[src/hdl/cevq_pkg.sv]
// Shared types and constants for the coalescing event queue.
// Used by cevq_ctrl, cevq_dp and coalescing_event_queue_top.
package cevq_pkg;

  localparam int QUEUE_DEPTH = 16;
  localparam int ADDR_W      = (QUEUE_DEPTH > 1) ? $clog2(QUEUE_DEPTH) : 1;
  localparam int FILL_W      = $clog2(QUEUE_DEPTH + 1);

  localparam logic [7:0]  FLUSH_DELAY_RESET  = 8'd30;
  localparam logic [2:0]  HANDLER_MASK_RESET = 3'b111;
  localparam logic [15:0] COUNT_MAX          = 16'hFFFF;

  // configuration register indexes
  localparam logic REG_FLUSH_DELAY  = 1'b0;
  localparam logic REG_HANDLER_MASK = 1'b1;

  // input function codes
  localparam logic FUNC_QUEUE = 1'b0;
  localparam logic FUNC_DRAIN = 1'b1;

  // event kinds
  localparam logic [1:0] KIND_AUTOMATION = 2'd0;
  localparam logic [1:0] KIND_FOCUS      = 2'd1;
  localparam logic [1:0] KIND_PROPERTY   = 2'd2;

  // result types
  localparam logic [1:0] RES_STATUS      = 2'd0;
  localparam logic [1:0] RES_EVENT       = 2'd1;
  localparam logic [1:0] RES_EMPTY_DRAIN = 2'd2;

  // status codes
  localparam logic [1:0] ST_ACCEPTED  = 2'd0;
  localparam logic [1:0] ST_NO_HANDLER = 2'd1;
  localparam logic [1:0] ST_FULL      = 2'd2;

  // output register source select
  localparam logic [1:0] OSEL_STATUS = 2'd0;
  localparam logic [1:0] OSEL_ENTRY  = 2'd1;
  localparam logic [1:0] OSEL_EMPTY  = 2'd2;

  typedef struct packed {
    logic [1:0]  kind;
    logic [31:0] element;
    logic [31:0] code;
    logic [31:0] value;
    logic [15:0] count;
  } entry_t;

  // controller -> datapath
  typedef struct packed {
    logic       latch;      // capture the input beat
    logic       idx_clr;
    logic       idx_inc;
    logic       rd_ahead;   // read at idx + 1 instead of idx
    logic       shift_we;   // write read data back at idx
    logic       tail_we;    // write the new entry at the tail
    logic       found_set;  // key matched at idx, save merged count
    logic       fill_clr;
    logic       st_we;
    logic [1:0] st_val;
    logic       out_load;
    logic [1:0] osel;
  } cmd_t;

  // datapath -> controller
  typedef struct packed {
    logic drain;
    logic fill_zero;
    logic full;
    logic handler_ok;
    logic focus;
    logic match;
    logic idx_last;   // idx is the final occupied entry
    logic idx2_last;  // idx + 1 is the final occupied entry
    logic out_free;
  } sts_t;

endpackage

[src/hdl/cevq_ctrl.sv]
// Sequencer for the coalescing event queue: search, compaction and drain.
// Depends on cevq_pkg; drives the command struct of cevq_dp.
module cevq_ctrl
  import cevq_pkg::*;
(
  input  logic clk,
  input  logic rst,
  input  logic in_valid,
  output logic in_stall,
  input  sts_t sts,
  output cmd_t cmd
);

  localparam logic [3:0] S_IDLE = 4'd0;
  localparam logic [3:0] S_DEC  = 4'd1;
  localparam logic [3:0] S_SRD  = 4'd2;
  localparam logic [3:0] S_SCMP = 4'd3;
  localparam logic [3:0] S_MRD  = 4'd4;
  localparam logic [3:0] S_MWR  = 4'd5;
  localparam logic [3:0] S_TAIL = 4'd6;
  localparam logic [3:0] S_RES  = 4'd7;
  localparam logic [3:0] S_DRD  = 4'd8;
  localparam logic [3:0] S_DOUT = 4'd9;

  logic [3:0] state, state_next;
  logic [1:0] osel_res, osel_res_next;

  assign in_stall = (state != S_IDLE);

  always_comb begin
    state_next    = state;
    osel_res_next = osel_res;
    cmd           = '0;
    cmd.osel      = osel_res;
    case (state)
      S_IDLE: begin
        if (in_valid) begin
          cmd.latch  = 1'b1;
          state_next = S_DEC;
        end
      end
      S_DEC: begin
        cmd.idx_clr = 1'b1;
        if (sts.drain) begin
          if (sts.fill_zero) begin
            osel_res_next = OSEL_EMPTY;
            state_next    = S_RES;
          end else begin
            state_next = S_DRD;
          end
        end else if (!sts.handler_ok) begin
          cmd.st_we     = 1'b1;
          cmd.st_val    = ST_NO_HANDLER;
          osel_res_next = OSEL_STATUS;
          state_next    = S_RES;
        end else if (sts.focus || sts.fill_zero) begin
          // nothing to search: focus never merges
          if (sts.full) begin
            cmd.st_we     = 1'b1;
            cmd.st_val    = ST_FULL;
            osel_res_next = OSEL_STATUS;
            state_next    = S_RES;
          end else begin
            state_next = S_TAIL;
          end
        end else begin
          state_next = S_SRD;
        end
      end
      S_SRD: begin
        state_next = S_SCMP;
      end
      S_SCMP: begin
        if (sts.match) begin
          cmd.found_set = 1'b1;
          state_next    = sts.idx_last ? S_TAIL : S_MRD;
        end else if (sts.idx_last) begin
          if (sts.full) begin
            cmd.st_we     = 1'b1;
            cmd.st_val    = ST_FULL;
            osel_res_next = OSEL_STATUS;
            state_next    = S_RES;
          end else begin
            state_next = S_TAIL;
          end
        end else begin
          cmd.idx_inc = 1'b1;
          state_next  = S_SRD;
        end
      end
      S_MRD: begin
        cmd.rd_ahead = 1'b1;
        state_next   = S_MWR;
      end
      S_MWR: begin
        // close the gap left by the merged entry
        cmd.shift_we = 1'b1;
        cmd.idx_inc  = 1'b1;
        state_next   = sts.idx2_last ? S_TAIL : S_MRD;
      end
      S_TAIL: begin
        cmd.tail_we   = 1'b1;
        cmd.st_we     = 1'b1;
        cmd.st_val    = ST_ACCEPTED;
        osel_res_next = OSEL_STATUS;
        state_next    = S_RES;
      end
      S_RES: begin
        if (sts.out_free) begin
          cmd.out_load = 1'b1;
          state_next   = S_IDLE;
        end
      end
      S_DRD: begin
        state_next = S_DOUT;
      end
      S_DOUT: begin
        cmd.osel = OSEL_ENTRY;
        if (sts.out_free) begin
          cmd.out_load = 1'b1;
          if (sts.idx_last) begin
            cmd.fill_clr = 1'b1;
            state_next   = S_IDLE;
          end else begin
            cmd.idx_inc = 1'b1;
            state_next  = S_DRD;
          end
        end
      end
      default: begin
        state_next = S_IDLE;
      end
    endcase
  end

  always_ff @(posedge clk) begin
    if (rst) begin
      state    <= S_IDLE;
      osel_res <= OSEL_STATUS;
    end else begin
      state    <= state_next;
      osel_res <= osel_res_next;
    end
  end

endmodule

[src/hdl/cevq_dp.sv]
// Datapath of the coalescing event queue: entry memory, fill count, index,
// configuration registers and the output register. Depends on cevq_pkg.
module cevq_dp
  import cevq_pkg::*;
(
  input  logic        clk,
  input  logic        rst,
  input  cmd_t        cmd,
  output sts_t        sts,
  input  logic        cfg_we,
  input  logic        cfg_index,
  input  logic [7:0]  cfg_data,
  input  logic        func,
  input  logic [1:0]  event_kind,
  input  logic [31:0] element_id,
  input  logic [31:0] event_code,
  input  logic [31:0] prop_value,
  output logic        out_valid,
  input  logic        out_stall,
  output logic [1:0]  result_type,
  output logic [1:0]  status,
  output logic        flush_request,
  output logic [7:0]  flush_delay,
  output logic [1:0]  out_kind,
  output logic [31:0] out_element,
  output logic [31:0] out_code,
  output logic [31:0] out_value,
  output logic [15:0] coalesce_count,
  output logic        last
);

  entry_t mem [QUEUE_DEPTH];
  entry_t rd_data;
  logic [ADDR_W-1:0] rd_addr, wr_addr;
  entry_t wr_data;
  logic wr_en;

  logic [7:0]  delay_reg;
  logic [2:0]  mask_reg;
  logic [3:0]  mask_ext;

  logic        func_q;
  logic [1:0]  kind_q;
  logic [31:0] elem_q, code_q, val_q;
  logic [15:0] cnt_q;
  logic        found_q;
  logic [1:0]  res_status;
  logic        res_flush;

  logic [FILL_W-1:0] fill;
  logic [ADDR_W-1:0] idx;
  logic [FILL_W-1:0] idx_ext;
  logic [15:0] merged_cnt;
  logic        out_free;

  // configuration
  always_ff @(posedge clk) begin
    if (rst) begin
      delay_reg <= FLUSH_DELAY_RESET;
      mask_reg  <= HANDLER_MASK_RESET;
    end else if (cfg_we) begin
      case (cfg_index)
        REG_FLUSH_DELAY:  delay_reg <= cfg_data;
        REG_HANDLER_MASK: mask_reg  <= cfg_data[2:0];
        default: ;
      endcase
    end
  end

  // input beat, with the fields a kind does not use forced to zero
  always_ff @(posedge clk) begin
    if (cmd.latch) begin
      func_q <= func;
      kind_q <= event_kind;
      elem_q <= element_id;
      code_q <= (event_kind == KIND_FOCUS) ? 32'd0 : event_code;
      val_q  <= (event_kind == KIND_PROPERTY) ? prop_value : 32'd0;
    end
  end

  assign merged_cnt = (rd_data.count == COUNT_MAX) ? COUNT_MAX : rd_data.count + 16'd1;

  always_ff @(posedge clk) begin
    if (rst) begin
      found_q <= 1'b0;
    end else if (cmd.latch) begin
      found_q <= 1'b0;
    end else if (cmd.found_set) begin
      found_q <= 1'b1;
    end
  end

  always_ff @(posedge clk) begin
    if (cmd.latch) begin
      cnt_q <= 16'd1;
    end else if (cmd.found_set) begin
      cnt_q <= merged_cnt;
    end
  end

  // index and fill level
  always_ff @(posedge clk) begin
    if (rst) begin
      idx <= '0;
    end else if (cmd.idx_clr) begin
      idx <= '0;
    end else if (cmd.idx_inc) begin
      idx <= idx + ADDR_W'(1);
    end
  end

  always_ff @(posedge clk) begin
    if (rst) begin
      fill <= '0;
    end else if (cmd.fill_clr) begin
      fill <= '0;
    end else if (cmd.tail_we && !found_q) begin
      fill <= fill + FILL_W'(1);
    end
  end

  // entry memory
  assign rd_addr = cmd.rd_ahead ? idx + ADDR_W'(1) : idx;
  assign wr_en   = cmd.shift_we || cmd.tail_we;
  assign wr_addr = cmd.tail_we ? (found_q ? ADDR_W'(fill - FILL_W'(1)) : ADDR_W'(fill)) : idx;

  always_comb begin
    if (cmd.tail_we) begin
      wr_data.kind    = kind_q;
      wr_data.element = elem_q;
      wr_data.code    = code_q;
      wr_data.value   = val_q;
      wr_data.count   = cnt_q;
    end else begin
      wr_data = rd_data;
    end
  end

  always_ff @(posedge clk) begin
    if (wr_en) begin
      mem[wr_addr] <= wr_data;
    end
    rd_data <= mem[rd_addr];
  end

  // result of a queue request; flush fields follow the fill before the write
  always_ff @(posedge clk) begin
    if (cmd.st_we) begin
      res_status <= cmd.st_val;
      res_flush  <= (cmd.st_val == ST_ACCEPTED) && ((kind_q == KIND_FOCUS) || (fill == '0));
    end
  end

  assign idx_ext = FILL_W'(idx);

  // the unused fourth kind finds a zero bit and counts as having no handler
  assign mask_ext = {1'b0, mask_reg};

  always_comb begin
    sts.drain      = (func_q == FUNC_DRAIN);
    sts.fill_zero  = (fill == '0);
    sts.full       = (fill == FILL_W'(QUEUE_DEPTH));
    sts.handler_ok = mask_ext[kind_q];
    sts.focus      = (kind_q == KIND_FOCUS);
    sts.match      = (rd_data.kind == kind_q) && (rd_data.element == elem_q) &&
                     (rd_data.code == code_q);
    sts.idx_last   = (idx_ext + FILL_W'(1) == fill);
    sts.idx2_last  = (idx_ext + FILL_W'(2) == fill);
    sts.out_free   = out_free;
  end

  // output register
  assign out_free = !out_valid || !out_stall;

  always_ff @(posedge clk) begin
    if (rst) begin
      out_valid <= 1'b0;
    end else if (cmd.out_load) begin
      out_valid <= 1'b1;
    end else if (!out_stall) begin
      out_valid <= 1'b0;
    end
  end

  always_ff @(posedge clk) begin
    if (cmd.out_load) begin
      result_type    <= RES_STATUS;
      status         <= ST_ACCEPTED;
      flush_request  <= 1'b0;
      flush_delay    <= 8'd0;
      out_kind       <= 2'd0;
      out_element    <= 32'd0;
      out_code       <= 32'd0;
      out_value      <= 32'd0;
      coalesce_count <= 16'd0;
      last           <= 1'b1;
      case (cmd.osel)
        OSEL_STATUS: begin
          status        <= res_status;
          flush_request <= res_flush;
          flush_delay   <= (res_flush && (kind_q != KIND_FOCUS)) ? delay_reg : 8'd0;
        end
        OSEL_ENTRY: begin
          result_type    <= RES_EVENT;
          out_kind       <= rd_data.kind;
          out_element    <= rd_data.element;
          out_code       <= rd_data.code;
          out_value      <= rd_data.value;
          coalesce_count <= rd_data.count;
          last           <= sts.idx_last;
        end
        OSEL_EMPTY: begin
          result_type <= RES_EMPTY_DRAIN;
        end
        default: ;
      endcase
    end
  end

endmodule

[src/hdl/coalescing_event_queue_top.sv]
// Top level of the coalescing event queue; joins cevq_ctrl and cevq_dp.
// Depends on cevq_pkg.
//
// The block takes one beat at a time. Entries sit in a single-port-read
// memory, so each step reads one entry and acts on it next cycle. A queue
// request searches the entries up to the fill level (none for focus) and,
// after a merge, moves the entries behind the merged one up by one place
// before its status result is loaded; the entries searched and the entries
// moved together never exceed the fill level. A drain reads the entries
// out one at a time and waits while the output is stalled.
// A new beat is taken as soon as the result register is loaded, while that
// result still waits on the output side.
// Configuration writes are always taken (cfg_ready is high).
module coalescing_event_queue_top
  import cevq_pkg::*;
(
  input  logic        clk,
  input  logic        rst,
  input  logic        cfg_valid,
  output logic        cfg_ready,
  input  logic        cfg_index,
  input  logic [7:0]  cfg_data,
  input  logic        in_valid,
  output logic        in_stall,
  input  logic        func,
  input  logic [1:0]  event_kind,
  input  logic [31:0] element_id,
  input  logic [31:0] event_code,
  input  logic [31:0] prop_value,
  output logic        out_valid,
  input  logic        out_stall,
  output logic [1:0]  result_type,
  output logic [1:0]  status,
  output logic        flush_request,
  output logic [7:0]  flush_delay,
  output logic [1:0]  out_kind,
  output logic [31:0] out_element,
  output logic [31:0] out_code,
  output logic [31:0] out_value,
  output logic [15:0] coalesce_count,
  output logic        last
);

  cmd_t cmd;
  sts_t sts;

  assign cfg_ready = 1'b1;

  cevq_ctrl u_ctrl (
    .clk      (clk),
    .rst      (rst),
    .in_valid (in_valid),
    .in_stall (in_stall),
    .sts      (sts),
    .cmd      (cmd)
  );

  cevq_dp u_dp (
    .clk            (clk),
    .rst            (rst),
    .cmd            (cmd),
    .sts            (sts),
    .cfg_we         (cfg_valid && cfg_ready),
    .cfg_index      (cfg_index),
    .cfg_data       (cfg_data),
    .func           (func),
    .event_kind     (event_kind),
    .element_id     (element_id),
    .event_code     (event_code),
    .prop_value     (prop_value),
    .out_valid      (out_valid),
    .out_stall      (out_stall),
    .result_type    (result_type),
    .status         (status),
    .flush_request  (flush_request),
    .flush_delay    (flush_delay),
    .out_kind       (out_kind),
    .out_element    (out_element),
    .out_code       (out_code),
    .out_value      (out_value),
    .coalesce_count (coalesce_count),
    .last           (last)
  );

endmodule
[config.mk]
export PLATFORM = sky130hd
export DESIGN_NAME = coalescing_event_queue_top
export DESIGN_NICKNAME = d
export VERILOG_FILES = /design/src/hdl/cevq_pkg.sv /design/src/hdl/cevq_ctrl.sv /design/src/hdl/cevq_dp.sv /design/src/hdl/coalescing_event_queue_top.sv
export SDC_FILE = /design/constraint.sdc
export NUM_CORES = 2
export LEC_CHECK = 0
export BUFFER_PORTS_ARGS = -buffer_cell sky130_fd_sc_hd__buf_2
export CORE_ASPECT_RATIO = 1.4
export CORE_MARGIN = 10
export CORE_UTILIZATION = 60
export CTS_BUF_LIST = sky130_fd_sc_hd__clkbuf_8 sky130_fd_sc_hd__clkbuf_16
export DETAILED_ROUTE_END_ITERATION = 8
export GPL_TIMING_DRIVEN = 1
export PLACE_DENSITY = 0.77
export SYNTH_ARGS = -nofsm -noshare
export SYNTH_HDL_FRONTEND = slang
export SYNTH_SLANG_ARGS = --single-unit
[constraint.sdc]
create_clock -name clk -period 13.6 [get_ports clk]
set_input_delay 4.08 -clock clk [delete_from_list [all_inputs] [get_ports clk]]
set_output_delay 4.08 -clock clk [all_outputs]
set_load 0.01 [all_outputs]
==> results.json <==
{
  "worstPathArrival_ns": 1.92,
  "ctsResizeCount": 0,
  "drc": 0,
  "drtIter0Drc": 6025,
  "rows": 162,
  "setup_viol_count_final": 0,
  "post-route-period-util": 0.4410,
  "p_per_area_nw_per_um2": 175.4,
  "endpoint_kind": "output pin",
  "portBuffers": 242,
  "synth_area_per_cell_um2": 21.31,
  "clock_latency_ns": 0.84,
  "min_path_type": "register to register",
  "synth_area_leader_cell": "edfxtp_1",
  "grt_pass1_wl_um": 294000,
  "viasPerCell": 6.589,
  "final_hold_viol_count": 0,
  "initial_core_util": 0.6019,
  "timing.slew.headroom": 0.2057,
  "clk_pin_slew_ns": 0.06,
  "gp_congestion": 0.7621,
  "htree_levels": 4,
  "cts.sinks": 2212,
  "tightest_slew_ns": 1.181,
  "vias": 40940,
  "worstSetupStartpointType": "register",
  "setup_tns_ns": 0,
  "ys_async_sr_fraction": 0,
  "io_pins": 244,
  "rsz0062_at_grt": "no",
  "fp.coreArea_um2": 138800,
  "firstDrtPassIters": 6,
  "die-area_um2": 154800,
  "ant_nets": 0,
  "largest_reg_flops": 1824,
  "die_x_um": 335.4,
  "num-nets-final": 4360,
  "path_class": "register to output pin",
  "clock_skew_ns": 0.03518,
  "cts_tree": "done",
  "synth-edff-count": 2054,
  "cap_violations": 0,
  "cts-root-buf": "clkbuf_16",
  "power_leakage_nw": 31.82,
  "synth_seq_cells": 2212,
  "post-place-ws_ns": 7.685,
  "layout-drive-gt1-share": 0.2777,
  "synth_commonest_cells": "edfxtp_1 (2,054), mux4_2 (570), nand2_1 (400)",
  "hpwl_um": 96720,
  "reg.largest.list": "u_dp.mem: 1824 flops, u_dp.rd_data: 114 flops",
  "synth_most_common_cell": "edfxtp_1",
  "min_period_ns": 5.997,
  "synth.distinct_cells": 55,
  "reg2reg_to": "u_dp.mem[14][63]",
  "cts_made_buffers": 189,
  "r2r_start": "u_ctrl.state[0]",
  "synthTopCellsByArea": "edfxtp_1 (74%), mux4_2 (15%), dfxtp_1 (3.8%), nand2_1 (1.8%), and2_1 (1.4%)",
  "fmax_ghz": 0.1667,
  "min_from": "u_dp.cnt_q[14]",
  "clockBufferDepth": 3,
  "drv_slew": 0,
  "grt_use_total": 0.2620,
  "reg2reg_slack_ns": 8.39,
  "cts_hold_buf": 0,
  "crit_path_start": "u_ctrl.state[1]",
  "avgRoutedWirePerCell_um": 32.31,
  "fill_cells": 8237,
  "syn_to_final_growth_pct": 12.38,
  "synth_area_um2": 83570,
  "die_y_um": 461.6,
  "grt_antenna_before_repair": 9,
  "cp.required_ns": 9.52,
  "syn_inst": 3921,
  "worst_slack_ns": 7.603,
  "synth_top_flop_cell": "edfxtp_1",
  "ff2ff_path_depth": 10,
  "hold_end": "u_dp.cnt_q[14]",
  "synth_warnings": 0,
  "crit_fanout": 12,
  "synth_nets": 4040,
  "status": "complete, no violations",
  "regMostFlops": "u_dp.mem",
  "grt-ovfl-total": 0,
  "yosys.area.top_type_share": 0.7380,
  "peakVddDrop_v": 0.0001218,
  "whs_path_depth": 2,
  "ys_seq_area_frac": 0.7759,
  "cts_post_setup_buffers_inserted": 0,
  "finalWirelength_um": 200700,
  "grt_pass1_vias": 42440,
  "grt_max_degree": 156
}
metal layers:
metal / track usage / wire length [um] / vias to the layer above
met5: 0 / 13 / -
met3: 0.05976 / 21690 / 396
li1: - / - / 16470
met2: 0.4201 / 98910 / 2641
met1: 0.3630 / 74450 / 21430
met4: 0.07944 / 5652 / 2
stage by stage:
| stage | cell area, um2 | hold slack [ns] | utilization | power, mW | std cells |
|---|---|---|---|---|---|
| CTS | 93910 | 0.4606 | 0.6764 | 16.54 | 6211 |
| global route | 93910 | 0.4802 | 0.6764 | 16.97 | 6212 |
| floorplan | 83570 | 0.4321 | - | 10.11 | 3921 |
| detailed placement | 87130 | 0.4517 | 0.6275 | 10.75 | 5854 |
| global placement | 87130 | 0.4377 | 0.6275 | 10.66 | 5854 |
| finish | 93910 | 0.4602 | 0.6764 | 16.47 | 6213 |
final cells by class:
type	instances	area [um2]	area share
diodes	2	5.005	0.00005329
clock buffers	200	4892	0.05209
clock inverters	157	1889	0.02012
inverters	13	48.80	0.0005196
multi-input cells	1506	18100	0.1928
flip-flops and latches	2212	64840	0.6904
well taps	1804	2257	0.02403
repair buffers	319	1877	0.01998
cells by family after synthesis:
family | count (synthesis) | synth area share
AO/OA/AOI/OAI | 71 | 0.005240
XOR/XNOR | 95 | 0.009956
adder cells (fa/ha/maj) | 6 | 0.0008983
buffers and inverters | 203 | 0.01017
flip-flops | 2212 | 0.7759
multiplexers | 592 | 0.1563
other | 1 | 0.00004487
AND/OR/NAND/NOR | 741 | 0.04155
critical path: stages (launching register included):
cell and delay, ns:
dfxtp_1 0.44, nor2_1 0.34, nand2_1 0.14, buf_2 0.17
where the power goes:
group | internal [mW] | leakage (nW) | switching [mW]
sequential | 8.19 | 20.1 | 0.218
combinational | 0.938 | 8.32 | 1.29
clock | 3.34 | 3.44 | 2.49
cells in the final DEF, fill, tap and decap left out, types with 11 or more instances in the layout:
cell	count
nand3_1	18
o21ai_0	15
nor2_1	46
nand4_1	20
xnor2_1	68
nor3_1	11
nand2_1	400
bufinv_16	37
dfxtp_1	158
edfxtp_1	2054
inv_1	42
mux2i_1	20
buf_2	242
clkbuf_16	190
clkinv_2	33
a21oi_1	21
mux4_2	570
buf_4	70
clkinv_1	24
nor2_4	17
xor2_1	24
and2_1	191
how the worst max path moves through the flow:
stage | endpoint | depth (start not counted)
floorplan | u_dp.coalesce_count[0] | 1
global placement | u_dp.code_q[5] | 3
detailed placement | u_dp.code_q[5] | 3
CTS | in_stall | 3
global route | in_stall | 3
finish | in_stall | 3
Power figures use the tool's default switching activity.
